**config.mk**
```make
export PLATFORM = sky130hd
export DESIGN_NAME = polyline_ribbon_expander_flat
export DESIGN_NICKNAME = d
export VERILOG_FILES = /design/src/rtl/pre_pkg.sv /design/src/rtl/pre_point_if.sv /design/src/rtl/pre_vertex_if.sv /design/src/rtl/polyline_ribbon_expander.sv /design/src/rtl/pre_front.sv /design/src/rtl/pre_fifo.sv /design/src/rtl/pre_back.sv /design/src/flat_wrapper.sv
export SDC_FILE = /design/constraint.sdc
export NUM_CORES = 2
export LEC_CHECK = 0
export ABC_CLOCK_PERIOD_IN_PS = 15200
export BUFFER_PORTS_ARGS = -buffer_cell sky130_fd_sc_hd__buf_2
export CORE_MARGIN = 2
export CORE_UTILIZATION = 45
export DETAILED_ROUTE_END_ITERATION = 8
export PLACE_DENSITY = 0.6
export SLEW_MARGIN = 5
export SYNTH_ARGS = -nofsm -noshare
export SYNTH_HDL_FRONTEND = slang
export SYNTH_SLANG_ARGS = --single-unit
```
**constraint.sdc**
```tcl
create_clock -name clk -period 15.2 [get_ports clk]
set_input_delay 0.76 -clock clk [delete_from_list [all_inputs] [get_ports clk]]
set_output_delay 0.76 -clock clk [all_outputs]
set_load 0.05 [all_outputs]
```
**src/rtl/pre_pkg.sv**
```systemverilog
`default_nettype none
package pre_pkg;

  localparam int unsigned COORD_W = 32;
  localparam int unsigned MAG_W   = 33;
  localparam int unsigned PROD_W  = 66;
  localparam int unsigned SUM_W   = 68;
  localparam int unsigned ROOT_W  = 34;
  localparam int unsigned REM_W   = 37;
  localparam int unsigned QUOT_W  = 15;
  localparam int unsigned NUM_W   = 47;
  localparam int unsigned DREM_W  = 34;
  localparam int unsigned DIR_W   = 16;
  localparam int unsigned ARC_W   = 48;
  localparam int unsigned MIN_W   = 16;
  localparam int unsigned AXES    = 3;

  localparam logic [2:0] VTX_LAST     = 3'd5;
  localparam logic [5:0] SQ_LAST      = 6'd3;
  localparam logic [5:0] ROOT_FIRST   = 6'd33;
  localparam logic [5:0] DIV_FIRST    = 6'd14;
  localparam logic [ARC_W-1:0] ARC_MAX = '1;

  typedef struct packed {
    logic               first;
    logic [COORD_W-1:0] px;
    logic [COORD_W-1:0] py;
    logic [COORD_W-1:0] pz;
    logic [COORD_W-1:0] qx;
    logic [COORD_W-1:0] qy;
    logic [COORD_W-1:0] qz;
  } qent_t;

  typedef enum logic [2:0] {
    ST_IDLE,
    ST_SQUARE,
    ST_ROOT,
    ST_CHECK,
    ST_DIVIDE,
    ST_EMIT
  } back_state_t;

  // Corner order over the six vertices is 0,1,2,1,3,2.
  function automatic logic [1:0] corner_of(input logic [2:0] k);
    logic [1:0] c;
    unique case (k)
      3'd0:    c = 2'd0;
      3'd1:    c = 2'd1;
      3'd2:    c = 2'd2;
      3'd3:    c = 2'd1;
      3'd4:    c = 2'd3;
      default: c = 2'd2;
    endcase
    return c;
  endfunction

endpackage
`default_nettype wire

```
**src/rtl/pre_point_if.sv**
```systemverilog
`default_nettype none
interface pre_point_if;
  logic        valid;
  logic        ready;
  logic [31:0] point_x;
  logic [31:0] point_y;
  logic [31:0] point_z;
  logic        first_point;

  modport source(output valid, point_x, point_y, point_z, first_point, input ready);
  modport sink(input valid, point_x, point_y, point_z, first_point, output ready);
endinterface
`default_nettype wire

```
**src/rtl/pre_vertex_if.sv**
```systemverilog
`default_nettype none
interface pre_vertex_if;
  logic        valid;
  logic        ready;
  logic [31:0] vert_x;
  logic [31:0] vert_y;
  logic [31:0] vert_z;
  logic [15:0] dir_x;
  logic [15:0] dir_y;
  logic [15:0] dir_z;
  logic [47:0] arc_length;
  logic        side;
  logic        last_vertex;

  modport source(output valid, vert_x, vert_y, vert_z, dir_x, dir_y, dir_z, arc_length,
                 side, last_vertex, input ready);
  modport sink(input valid, vert_x, vert_y, vert_z, dir_x, dir_y, dir_z, arc_length,
               side, last_vertex, output ready);
endinterface
`default_nettype wire

```
**src/rtl/polyline_ribbon_expander.sv**
```systemverilog
// Polyline ribbon expander.
// Points of a 3D polyline enter on the points channel (valid/ready, an item
// is taken when both are high). A point marked first, or any point while no
// point is stored, starts a line: it is stored, the arc is cleared and no
// vertex leaves. Each later point forms a segment with the stored point; the
// block emits six ribbon vertices for it on the vertices channel, or none if
// the segment is shorter than min_segment_length or of zero length.
// The front stores the previous point and queues items in a two-entry queue,
// so it keeps taking points while the back is busy. The back squares the
// differences, takes a bit-serial square root, checks the length, runs three
// shift-subtract dividers in parallel and then emits six vertices, one a
// cycle while the receiver takes them. A stalled receiver holds the output
// register and the back waits.
// Reset (synchronous, active high) empties the queue, forgets the stored
// point, clears the arc and sets the minimum length to MIN_RESET (default 1).
// The minimum length register is written through cfg_write and cfg_data.
`default_nettype none
module polyline_ribbon_expander #(
  parameter int unsigned MIN_RESET = 1
) (
  input  wire logic        clk,
  input  wire logic        rst,
  pre_point_if.sink        points,
  pre_vertex_if.source     vertices,
  input  wire logic        cfg_write,
  input  wire logic [15:0] cfg_data
);
  import pre_pkg::*;

  logic             push;
  logic             pop;
  logic             full;
  logic             empty;
  qent_t            wr_entry;
  qent_t            rd_entry;
  logic [MIN_W-1:0] min_segment_length;

  // The register holds its reset value until the first write.
  always_ff @(posedge clk) begin
    if (rst) begin
      min_segment_length <= MIN_W'(MIN_RESET);
    end else if (cfg_write) begin
      min_segment_length <= cfg_data;
    end
  end

  // The front part classifies each item and remembers the previous point.
  pre_front u_front (
    .clk   (clk),
    .rst   (rst),
    .points(points),
    .full  (full),
    .push  (push),
    .entry (wr_entry)
  );

  // The queue lets the front go on while the back works on a segment.
  pre_fifo u_fifo (
    .clk     (clk),
    .rst     (rst),
    .push    (push),
    .wr_entry(wr_entry),
    .pop     (pop),
    .rd_entry(rd_entry),
    .full    (full),
    .empty   (empty)
  );

  // The back part computes length, tangent and arc and emits the vertices.
  pre_back u_back (
    .clk    (clk),
    .rst    (rst),
    .empty  (empty),
    .head   (rd_entry),
    .pop    (pop),
    .min_len(min_segment_length),
    .verts  (vertices)
  );
endmodule
`default_nettype wire

```
**src/rtl/pre_front.sv**
```systemverilog
`default_nettype none
module pre_front (
  input  wire logic          clk,
  input  wire logic          rst,
  pre_point_if.sink          points,
  input  wire logic          full,
  output logic               push,
  output pre_pkg::qent_t     entry
);
  import pre_pkg::*;

  logic [COORD_W-1:0] prev_x;
  logic [COORD_W-1:0] prev_y;
  logic [COORD_W-1:0] prev_z;
  logic               have_prev;

  assign points.ready = !full;
  assign push         = points.valid && !full;

  // A point with no stored predecessor starts a line, as if marked first.
  always_comb begin
    entry.first = points.first_point || !have_prev;
    entry.px    = points.point_x;
    entry.py    = points.point_y;
    entry.pz    = points.point_z;
    entry.qx    = prev_x;
    entry.qy    = prev_y;
    entry.qz    = prev_z;
  end

  always_ff @(posedge clk) begin
    if (rst) begin
      have_prev <= 1'b0;
      prev_x    <= '0;
      prev_y    <= '0;
      prev_z    <= '0;
    end else if (push) begin
      have_prev <= 1'b1;
      prev_x    <= points.point_x;
      prev_y    <= points.point_y;
      prev_z    <= points.point_z;
    end
  end
endmodule
`default_nettype wire

```
**src/rtl/pre_fifo.sv**
```systemverilog
`default_nettype none
module pre_fifo (
  input  wire logic           clk,
  input  wire logic           rst,
  input  wire logic           push,
  input  wire pre_pkg::qent_t wr_entry,
  input  wire logic           pop,
  output pre_pkg::qent_t      rd_entry,
  output logic                full,
  output logic                empty
);
  import pre_pkg::*;

  qent_t      mem [2];
  logic       wr_ptr;
  logic       rd_ptr;
  logic [1:0] count;

  assign full     = count == 2'd2;
  assign empty    = count == 2'd0;
  assign rd_entry = mem[rd_ptr];

  always_ff @(posedge clk) begin
    if (push) begin
      mem[wr_ptr] <= wr_entry;
    end
  end

  always_ff @(posedge clk) begin
    if (rst) begin
      wr_ptr <= 1'b0;
      rd_ptr <= 1'b0;
      count  <= 2'd0;
    end else begin
      if (push) begin
        wr_ptr <= !wr_ptr;
      end
      if (pop) begin
        rd_ptr <= !rd_ptr;
      end
      count <= count + {1'b0, push} - {1'b0, pop};
    end
  end
endmodule
`default_nettype wire

```
**src/rtl/pre_back.sv**
```systemverilog
`default_nettype none
module pre_back (
  input  wire logic                    clk,
  input  wire logic                    rst,
  input  wire logic                    empty,
  input  wire pre_pkg::qent_t          head,
  output logic                         pop,
  input  wire logic [pre_pkg::MIN_W-1:0] min_len,
  pre_vertex_if.source                 verts
);
  import pre_pkg::*;

  back_state_t          state;
  back_state_t          state_next;
  qent_t                ent;
  logic [MAG_W-1:0]     mag [AXES];
  logic                 neg [AXES];
  logic [PROD_W-1:0]    prod;
  logic [SUM_W-1:0]     acc;
  logic [SUM_W-1:0]     rad;
  logic [ROOT_W-1:0]    root;
  logic [REM_W-1:0]     rem;
  logic [5:0]           cnt;
  logic [DREM_W-1:0]    drem [AXES];
  logic [QUOT_W-1:0]    nlow [AXES];
  logic [QUOT_W-1:0]    quot [AXES];
  logic [DIR_W-1:0]     dir  [AXES];
  logic [ARC_W-1:0]     running_arc;
  logic [ARC_W-1:0]     arc1;
  logic [2:0]           k;
  logic                 load;
  logic                 skip;
  logic [MAG_W-1:0]     sq_in;
  logic [REM_W-1:0]     r2;
  logic [REM_W-1:0]     trial;
  logic [ARC_W:0]       arc_sum;
  logic [1:0]           corner;
  logic                 at_new;

  always_comb begin
    unique case (cnt[1:0])
      2'd0:    sq_in = mag[0];
      2'd1:    sq_in = mag[1];
      default: sq_in = mag[2];
    endcase
  end

  assign r2      = {rem[REM_W-3:0], rad[SUM_W-1 -: 2]};
  assign trial   = {1'b0, root, 2'b01};
  assign skip    = (root == '0) || (root < {{(ROOT_W-MIN_W){1'b0}}, min_len});
  assign arc_sum = {1'b0, running_arc} + {{(ARC_W+1-ROOT_W){1'b0}}, root};

  always_comb begin
    for (int i = 0; i < AXES; i++) begin
      dir[i] = neg[i] ? DIR_W'(-{1'b0, quot[i]}) : {1'b0, quot[i]};
    end
  end

  always_comb begin
    state_next = state;
    unique case (state)
      ST_IDLE:   if (!empty && !head.first) state_next = ST_SQUARE;
      ST_SQUARE: if (cnt == SQ_LAST) state_next = ST_ROOT;
      ST_ROOT:   if (cnt == '0) state_next = ST_CHECK;
      ST_CHECK:  state_next = skip ? ST_IDLE : ST_DIVIDE;
      ST_DIVIDE: if (cnt == '0) state_next = ST_EMIT;
      ST_EMIT:   if (load && k == VTX_LAST) state_next = ST_IDLE;
      default:   state_next = ST_IDLE;
    endcase
  end

  always_comb begin
    pop  = (state == ST_IDLE) && !empty;
    load = (state == ST_EMIT) && (!verts.valid || verts.ready);
  end

  always_ff @(posedge clk) begin
    if (rst) begin
      state <= ST_IDLE;
    end else begin
      state <= state_next;
    end
  end

  always_ff @(posedge clk) begin
    if (rst) begin
      running_arc <= '0;
      verts.valid <= 1'b0;
      cnt         <= '0;
      k           <= '0;
    end else begin
      if (verts.valid && verts.ready && !load) begin
        verts.valid <= 1'b0;
      end
      unique case (state)
        ST_IDLE: begin
          if (pop) begin
            ent <= head;
            acc <= '0;
            cnt <= '0;
            if (head.first) begin
              running_arc <= '0;
            end
            begin
              logic signed [MAG_W-1:0] d [AXES];
              d[0] = $signed({head.px[31], head.px}) - $signed({head.qx[31], head.qx});
              d[1] = $signed({head.py[31], head.py}) - $signed({head.qy[31], head.qy});
              d[2] = $signed({head.pz[31], head.pz}) - $signed({head.qz[31], head.qz});
              for (int i = 0; i < AXES; i++) begin
                neg[i] <= d[i][MAG_W-1];
                mag[i] <= d[i][MAG_W-1] ? MAG_W'(-d[i]) : MAG_W'(d[i]);
              end
            end
          end
        end
        ST_SQUARE: begin
          prod <= sq_in * sq_in;
          if (cnt != '0) begin
            acc <= acc + {2'b00, prod};
          end
          if (cnt == SQ_LAST) begin
            rad  <= acc + {2'b00, prod};
            root <= '0;
            rem  <= '0;
            cnt  <= ROOT_FIRST;
          end else begin
            cnt <= cnt + 6'd1;
          end
        end
        ST_ROOT: begin
          // One result bit per cycle, two radicand bits brought down each time.
          if (r2 >= trial) begin
            rem  <= r2 - trial;
            root <= {root[ROOT_W-2:0], 1'b1};
          end else begin
            rem  <= r2;
            root <= {root[ROOT_W-2:0], 1'b0};
          end
          rad <= {rad[SUM_W-3:0], 2'b00};
          cnt <= cnt - 6'd1;
        end
        ST_CHECK: begin
          arc1 <= arc_sum[ARC_W] ? ARC_MAX : arc_sum[ARC_W-1:0];
          cnt  <= DIV_FIRST;
          for (int i = 0; i < AXES; i++) begin
            logic [NUM_W-1:0] n;
            n = {mag[i], 14'd0} + {{(NUM_W-ROOT_W+1){1'b0}}, root[ROOT_W-1:1]};
            drem[i] <= {{(DREM_W-(NUM_W-QUOT_W)){1'b0}}, n[NUM_W-1:QUOT_W]};
            nlow[i] <= n[QUOT_W-1:0];
            quot[i] <= '0;
          end
        end
        ST_DIVIDE: begin
          for (int i = 0; i < AXES; i++) begin
            logic [DREM_W:0] t;
            t = {drem[i], nlow[i][QUOT_W-1]};
            if (t >= {1'b0, root}) begin
              drem[i] <= DREM_W'(t - {1'b0, root});
              quot[i] <= {quot[i][QUOT_W-2:0], 1'b1};
            end else begin
              drem[i] <= t[DREM_W-1:0];
              quot[i] <= {quot[i][QUOT_W-2:0], 1'b0};
            end
            nlow[i] <= {nlow[i][QUOT_W-2:0], 1'b0};
          end
          cnt <= cnt - 6'd1;
          k   <= '0;
        end
        ST_EMIT: begin
          if (load) begin
            verts.valid <= 1'b1;
            k           <= k + 3'd1;
            if (k == VTX_LAST) begin
              running_arc <= arc1;
            end
          end
        end
        default: begin
        end
      endcase
    end
  end

  assign corner = corner_of(k);
  assign at_new = corner[1];

  always_ff @(posedge clk) begin
    if (load) begin
      verts.vert_x      <= at_new ? ent.px : ent.qx;
      verts.vert_y      <= at_new ? ent.py : ent.qy;
      verts.vert_z      <= at_new ? ent.pz : ent.qz;
      verts.dir_x       <= dir[0];
      verts.dir_y       <= dir[1];
      verts.dir_z       <= dir[2];
      verts.arc_length  <= at_new ? arc1 : running_arc;
      verts.side        <= corner[0];
      verts.last_vertex <= k == VTX_LAST;
    end
  end

  a_div_nonzero: assert property (@(posedge clk) disable iff (rst)
    state == ST_DIVIDE |-> root != '0)
    else $error("divide entered with zero length");
  a_last_side: assert property (@(posedge clk) disable iff (rst)
    verts.valid && verts.last_vertex |-> !verts.side)
    else $error("last vertex not on the negative side");
  a_emit_count: assert property (@(posedge clk) disable iff (rst)
    state == ST_EMIT |-> k <= VTX_LAST)
    else $error("vertex counter overrun");
  a_no_pop_busy: assert property (@(posedge clk) disable iff (rst)
    pop |-> state == ST_IDLE && !empty)
    else $error("queue popped while busy");
endmodule
`default_nettype wire
```
**src/flat_wrapper.sv**
```systemverilog
// flat-port wrapper written by rule: the top's interface ports become plain ports
module polyline_ribbon_expander_flat import pre_pkg::*;
#(
  parameter int unsigned MIN_RESET = 1
)
  (clk, rst, cfg_write, cfg_data, points_valid, points_point_x, points_point_y, points_point_z, points_first_point, points_ready, vertices_valid, vertices_vert_x, vertices_vert_y, vertices_vert_z, vertices_dir_x, vertices_dir_y, vertices_dir_z, vertices_arc_length, vertices_side, vertices_last_vertex, vertices_ready);
  pre_point_if points_i ();
  pre_vertex_if vertices_i ();
  input  wire logic clk;
  input  wire logic rst;
  input  wire logic cfg_write;
  input  wire logic [15:0] cfg_data;
  input wire logic [$bits(points_i.valid)-1:0] points_valid;
  input wire logic [$bits(points_i.point_x)-1:0] points_point_x;
  input wire logic [$bits(points_i.point_y)-1:0] points_point_y;
  input wire logic [$bits(points_i.point_z)-1:0] points_point_z;
  input wire logic [$bits(points_i.first_point)-1:0] points_first_point;
  output wire logic [$bits(points_i.ready)-1:0] points_ready;
  output wire logic [$bits(vertices_i.valid)-1:0] vertices_valid;
  output wire logic [$bits(vertices_i.vert_x)-1:0] vertices_vert_x;
  output wire logic [$bits(vertices_i.vert_y)-1:0] vertices_vert_y;
  output wire logic [$bits(vertices_i.vert_z)-1:0] vertices_vert_z;
  output wire logic [$bits(vertices_i.dir_x)-1:0] vertices_dir_x;
  output wire logic [$bits(vertices_i.dir_y)-1:0] vertices_dir_y;
  output wire logic [$bits(vertices_i.dir_z)-1:0] vertices_dir_z;
  output wire logic [$bits(vertices_i.arc_length)-1:0] vertices_arc_length;
  output wire logic [$bits(vertices_i.side)-1:0] vertices_side;
  output wire logic [$bits(vertices_i.last_vertex)-1:0] vertices_last_vertex;
  input wire logic [$bits(vertices_i.ready)-1:0] vertices_ready;
  assign points_i.valid = points_valid;
  assign points_i.point_x = points_point_x;
  assign points_i.point_y = points_point_y;
  assign points_i.point_z = points_point_z;
  assign points_i.first_point = points_first_point;
  assign points_ready = points_i.ready;
  assign vertices_valid = vertices_i.valid;
  assign vertices_vert_x = vertices_i.vert_x;
  assign vertices_vert_y = vertices_i.vert_y;
  assign vertices_vert_z = vertices_i.vert_z;
  assign vertices_dir_x = vertices_i.dir_x;
  assign vertices_dir_y = vertices_i.dir_y;
  assign vertices_dir_z = vertices_i.dir_z;
  assign vertices_arc_length = vertices_i.arc_length;
  assign vertices_side = vertices_i.side;
  assign vertices_last_vertex = vertices_i.last_vertex;
  assign vertices_i.ready = vertices_ready;
  polyline_ribbon_expander #(.MIN_RESET(MIN_RESET)) u_core (.clk(clk), .rst(rst), .points(points_i), .vertices(vertices_i), .cfg_write(cfg_write), .cfg_data(cfg_data));
endmodule
```
== Yosys cells after proc, flatten, opt, wreduce, memory -nomap -nowiden ==
Memory sizes are Yosys's and may differ from the RTL's. A register that Yosys moved wholly into a read port is not among the register bits.
Cells that the tools add are included.
Cells by class
  $add $sub $neg: 23
  multiply operators: 1
  divide/modulo/power cells: 0
  $lt $le $gt $ge: 5
  equal/unequal tests: 22
  shifts and indexed selects: 0
  mux-type cells: 96
  bitwise logic cells: 16
  reductions and logical operators: 41
Operators with widths (count)
  case mux 68 bit (2 select lines): 2
  2-to-1 mux 48 bit: 5
  2-to-1 mux 34 bit: 7
  2-to-1 mux 68 bit: 3
  2-to-1 mux 15 bit: 12
  adder 47 x 33 -> 47 bit: 3
  greater-or-equal comparator 35 x 34 -> 1 bit: 3
  subtractor 34 bit: 3
  2-to-1 mux 33 bit: 3
  negator 33 bit: 3
  subtractor 32 x 32 -> 33 bit: 3
  2-to-1 mux 32 bit: 3
  case mux 48 bit (2 select lines): 1
  2-to-1 mux 35 bit: 2
  case mux 35 bit (2 select lines): 1
  adder 68 x 66 -> 68 bit: 1
  case mux 34 bit (2 select lines): 1
  multiplier 33 x 33 -> 66 bit: 1
  case mux 33 bit (2 select lines): 1
  adder 48 x 34 -> 49 bit: 1
  negator 15 -> 16 bit: 3
  2-to-1 mux 1 bit: 42
  greater-or-equal comparator 37 x 36 -> 1 bit: 1
  subtractor 35 bit: 1
  other kinds (37): 98
Word-level totals
  flip-flop bits (word level): 883
  bits in latches: 0
  RAM bits: 680
  ROM bits: 0
  bits of input ports: 118
  logic and storage cells: 247
  memories: 6
Memories
  u_core.u_fifo.mem: depth 2, bits a word 193, rd ports 1, clocked after memory_dff 1, write ports 1, RTL line pre_fifo.sv:14  | qent_t mem [2];
  u_core.u_back.drem: depth 3, bits a word 34, rd ports 3, clocked after memory_dff 0, write ports 3, RTL line pre_back.sv:24  | logic [DREM_W-1:0] drem [AXES];
  u_core.u_back.mag: depth 3, bits a word 33, rd ports 3, clocked after memory_dff 0, write ports 3, RTL line pre_back.sv:16  | logic [MAG_W-1:0] mag [AXES];
  u_core.u_back.nlow: depth 3, bits a word 15, rd ports 3, clocked after memory_dff 0, write ports 3, RTL line pre_back.sv:25  | logic [QUOT_W-1:0] nlow [AXES];
  u_core.u_back.quot: depth 3, bits a word 15, rd ports 3, clocked after memory_dff 0, write ports 3, RTL line pre_back.sv:26  | logic [QUOT_W-1:0] quot [AXES];
  u_core.u_back.neg: depth 3, bits a word 1, rd ports 3, clocked after memory_dff 0, write ports 3, RTL line pre_back.sv:17  | logic neg [AXES];

== Longest topological paths before layout ==
  depth after elaboration: 8
  gate-level depth with buffers: 39
  depth with buffers taken out: 35

== By module ==
Synthesis repeated with hierarchy kept, for this count alone.
Unflattened totals
  cells, all modules: 10875
  area, all modules: 115345.6 µm²
Modules (own cells, without submodules)
  pre_back: times used 1, cells each 9665, area an instance 95387.7 µm², sequential area each 30339.1 µm²
  pre_fifo: times used 1, cells each 621, area an instance 14163.6 µm², sequential area each 11691.2 µm²
  pre_front: times used 1, cells each 537, area an instance 5212.5 µm², sequential area each 1941.9 µm²
  polyline_ribbon_expander: times used 1, cells each 52, area an instance 581.8 µm², sequential area each 320.3 µm²

== Worst setup path before layout ==
OpenSTA, ideal clock, no wires.
  path kind: input-to-reg
  from: input port rst
  to: register u_core.u_back.ent[0] in the netlist's numbering, enable pin
  library setup time: 0.981 ns
  arrival: 14.123 ns
  slack: 0.096 ns
  stages: 3
  path buffers: 2
  cell sequence: clkbuf_1 > buf_1 > nor3_1
On the way
  longest elaborated chain between the ends: 2
Ends and longest elaborated chain
  start: declaration: RTL line flat_wrapper.sv:10  | input wire logic rst;
  NOT 1 bit (no source line)
  AND reduction 3 bit (no source line)
  end signal: assignment: RTL line pre_back.sv:98  | ent <= head;
  end: declaration: RTL line pre_back.sv:15  | qent_t ent;
Every way passes these cells.
A chain may end at the register's enable or synchronous reset.

== Worst setup path in the final report ==
  from: register u_core.u_back.cnt[0]
  to: register u_core.u_back.prod[59] (data pin)
On the way
  longest elaborated chain between the ends: 3
Ends and longest elaborated chain
  start: declaration: RTL line pre_back.sv:23  | logic [5:0] cnt;
  start signal: assignment: RTL line pre_back.sv:127  | cnt <= cnt + 6'd1;
  start signal: assignment: RTL line pre_back.sv:140  | cnt <= cnt - 6'd1;
  start signal: assignment: RTL line pre_back.sv:166  | cnt <= cnt - 6'd1;
  equality test 2 x 1 -> 1 bit / zero test 2 bit (equally long branches): RTL line pre_back.sv:41  | unique case (cnt[1:0])
  case mux 33 bit (2 select lines) *: RTL line pre_back.sv:41
  multiplier 33 x 33 -> 66 bit *: RTL line pre_back.sv:117  | prod <= sq_in * sq_in;
  end signal: assignment: RTL line pre_back.sv:117
  end: declaration: RTL line pre_back.sv:18  | logic [PROD_W-1:0] prod;
Every way passes the cells marked *; elsewhere a longest branch is shown, timed or not.

==> impl_metrics.csv <==
group,metric,value,unit
run_status,status,"finished clean",
critical_path,worst_r2r_path_depth,34,
critical_path,path_delay_family,"adder cells",
timing,tightest_slew,1.25,ns
finish,area_delta_synth_final,10.4,%
timing,fin_ws,3.59,ns
critical_path,crit_start,"u_core.u_back.cnt[0]",
critical_path,crit_buf_inv,10,
finish,seqCellArea,44300,um2
detailed_routing,num_vias,79219,
critical_path,critical-path-slowest-cell,"clkinv_1",
job,drv_cap,0,
yosys,yosys_warnings,0,
detailed_routing,via_per_inst,5.56,
floorplanning,io_pins,314,
floorplanning,initial_core_util,45.3,%
yosys,ys_seq_area_share,39.8,%
place,dp_hpwl,247000,um
critical_path,cp.arrival,12.15,ns
critical_path,regToRegEndpoint,"u_core.u_back.prod[59]",
timing,finalSetupTns,0,ns
timing,clock.fmax,0.0861,GHz
global_routing,grt_pass1_wl,498000,um
finish,multi_input_area,60100,um2
clock_tree,clockRootBuffer,"clkbuf_16",
timing,holdWs,0.0884,ns
detailed_routing,wl_per_cell,23.1,um
yosys,async_flop_share,0,%
yosys,synth_edf_count,1355,
place,globalplace.congestion,0.969,
timing,setup_viol,0,
global_routing,grt_antenna_before_repair,30,
clock_tree,h-tree-depth,4,
critical_path,ff2ff_setup_slack,3.59,ns
floorplanning,fp-row-count,182,
clock_tree,cts_setup_buffers,0,
floorplanning,die_w,502,um
clock_tree,cts.sinks,1535,
detailed_routing,drt_pass1_iterations,6,
clock_tree,clkTransAtPathRegs,0.06,ns
timing,final.setup_skew,0.0870,ns
critical_path,cp-end-kind,"register",
timing,rsz0062_at_grt,"false",
critical_path,cp_num_cells,34,
global_routing,grt_util_all_layers,26.1,%
timing,maxSlewViolCount,0,
global_routing,grt_pass1_vias,80411,
yosys,ys_ff_latch,1535,
detailed_routing,drc,0,
yosys,synth_cell_types,102,
detailed_routing,wl,329000,um
timing,maxSlewHeadroom,14.8,%
critical_path,crit_type,"reg2reg",
finish,fillers,22329,
critical_path,rr_startpoint,"u_core.u_back.cnt[0]",
clock_tree,max-clock-path-buffers,3,
yosys,syn_inst,10550,
clock_tree,clk_latency,0.88,ns
detailed_routing,detail-route-antenna-nets,0,
critical_path,cp-endpoint,"u_core.u_back.prod[59]",
global_routing,grt_max_degree,118,
place,io_buffers,313,
global_routing,grt_remaining_overflow,0,
timing,hold_viol,0,
critical_path,worst-endpoint-required,15.74,ns
critical_path,crit_top_cell,"fa_1",
min_path,hp-start,"points_point_x[15]",
finish,layout-drive-gt1-share,9.77,%
critical_path,crit_fanout,35,
floorplanning,fp.dieH,502,um
floorplanning,dieArea,252000,um2
critical_path,cp_slowest_stage_delay,0.95,ns
yosys,syn-cell-area,111000,um2
clock_tree,post_cts_resized,0,
timing,fin_crit,11.61,ns
min_path,hold_class,"in2reg",
timing,min_period_over_period,76.4,%
detailed_routing,drt_iter0_drc,6575,
critical_path,start_kind,"register",
yosys,avgSynthCellArea,10.6,um2
yosys,synth_ff_type,"edfxtp_1",
yosys,synth_nets,12242,
clock_tree,cts_tree,"done",
place,pre_cts_ws,3.82,ns
clock_tree,cts_hold_buf,0,
finish,utilization,50.0,%
finish,final_nets,12465,
floorplanning,core,246000,um2
clock_tree,numCtsBuffers,170,
[cell usage after synthesis (41+ instances only)]
library cell  count  area (um2)
inv_1          1513        5680
edfxtp_1       1355       40700
nand2_1         990        3720
fa_1            887       17800
nor2_1          808        3030
ha_1            687        8600
a21oi_1         636        3180
o21ai_0         395        1980
xnor2_1         376        3290
clkbuf_1        340        1280
a21o_1          259        1940
mux2_2          248        2790
xor2_1          183        1600
dfxtp_1         180        3600
mux2i_1         180        1800
nand3_1         133         666
nand4_1          90         563
nor3_1           80         400
a31oi_1          77         482
nor2b_1          76         475
and2_1           74         463
o21bai_1         72         541
a211oi_1         64         480
a22oi_1          62         465
and3_1           56         350
nand2b_1         55         344
o31ai_1          53         398
or3_1            51         319
o21a_1           49         368
o211ai_1         41         308
[metrics by stage]
stage	area, um2	instances
floorplan	111000	10550
global placement	117000	13913
detailed placement	117000	13913
CTS	123000	14231
global route	123000	14246
finish	123000	14247
[sequential cells by signal, indices dropped and copies added, names as in the netlist, 34 cells and up, named ones only]
| register | cells |
|---|---|
| u_core.u_back.drem | 102 |
| u_core.u_back.running_arc | 48 |
| u_core.u_back.rad | 68 |
| u_core.u_fifo.mem | 386 |
| u_core.u_back.root | 34 |
| u_core.u_back.acc | 68 |
| u_core.u_back.rem | 35 |
| u_core.u_back.quot | 45 |
| u_core.u_back.ent | 192 |
| u_core.u_back.arc1 | 48 |
| u_core.u_back.verts.arc_length | 48 |
| u_core.u_back.mag | 99 |
| u_core.u_back.prod | 65 |
[layer usage]
metal	GRT usage (%)	wire (um)
met2	40.2	145000
met5	0	142
met3	4.58	24800
met4	9.63	13200
met1	36.8	146000
[cell families after synthesis]
| kind of cell | share of synthesized area, % |
|---|---|
| flops | 39.8 |
| simple gates | 10.3 |
| fa+ha+maj | 23.7 |
| compound gates | 11.3 |
| xor+xnor | 4.39 |
| mux | 4.12 |
| buf+inv | 6.46 |
[layout make-up]
class                   count  share of cell area (%)
clock inverters           108                    1.26
diodes                     16                  0.0326
flip-flops and latches   1535                    36.0
multi-input cells        7108                    48.9
clock buffers             210                    3.72
inverters                1524                    4.66
well taps                3312                    3.37
repair buffers            434                    2.03
[cell usage in the layout, fill, tap and decap left out, drive strengths merged, types with 81 or more instances in the layout]
cell and instances:
inv 1522, edfxtp 1355, nand2 990, fa 887, nor2 809, ha 687, a21oi 638, buf 433
o21ai 401, xnor2 376, a21o 260, mux2 248, clkbuf 211, xor2 183, mux2i 180, dfxtp 180
nand3 133, nand4 90, nor3 81
[how the worst min path moves through the flow]
stage,to,slack [ns],depth (start not counted)
2_1_floorplan,u_core.u_fifo.mem[0][0],0.43,0
3_3_place_gp,u_core.u_fifo.mem[1][65],0.43,0
3_5_place_dp,u_core.u_fifo.mem[1][66],0.44,0
4_1_cts,u_core.u_fifo.mem[1][175],0.04,1
5_1_grt,u_core.u_fifo.mem[0][160],0.06,1
6_report,u_core.u_fifo.mem[1][175],0.09,1
Power is left out: the tool's default activity adds up to more than one toggle a clock period on the data nets, which glitch-free logic cannot reach.
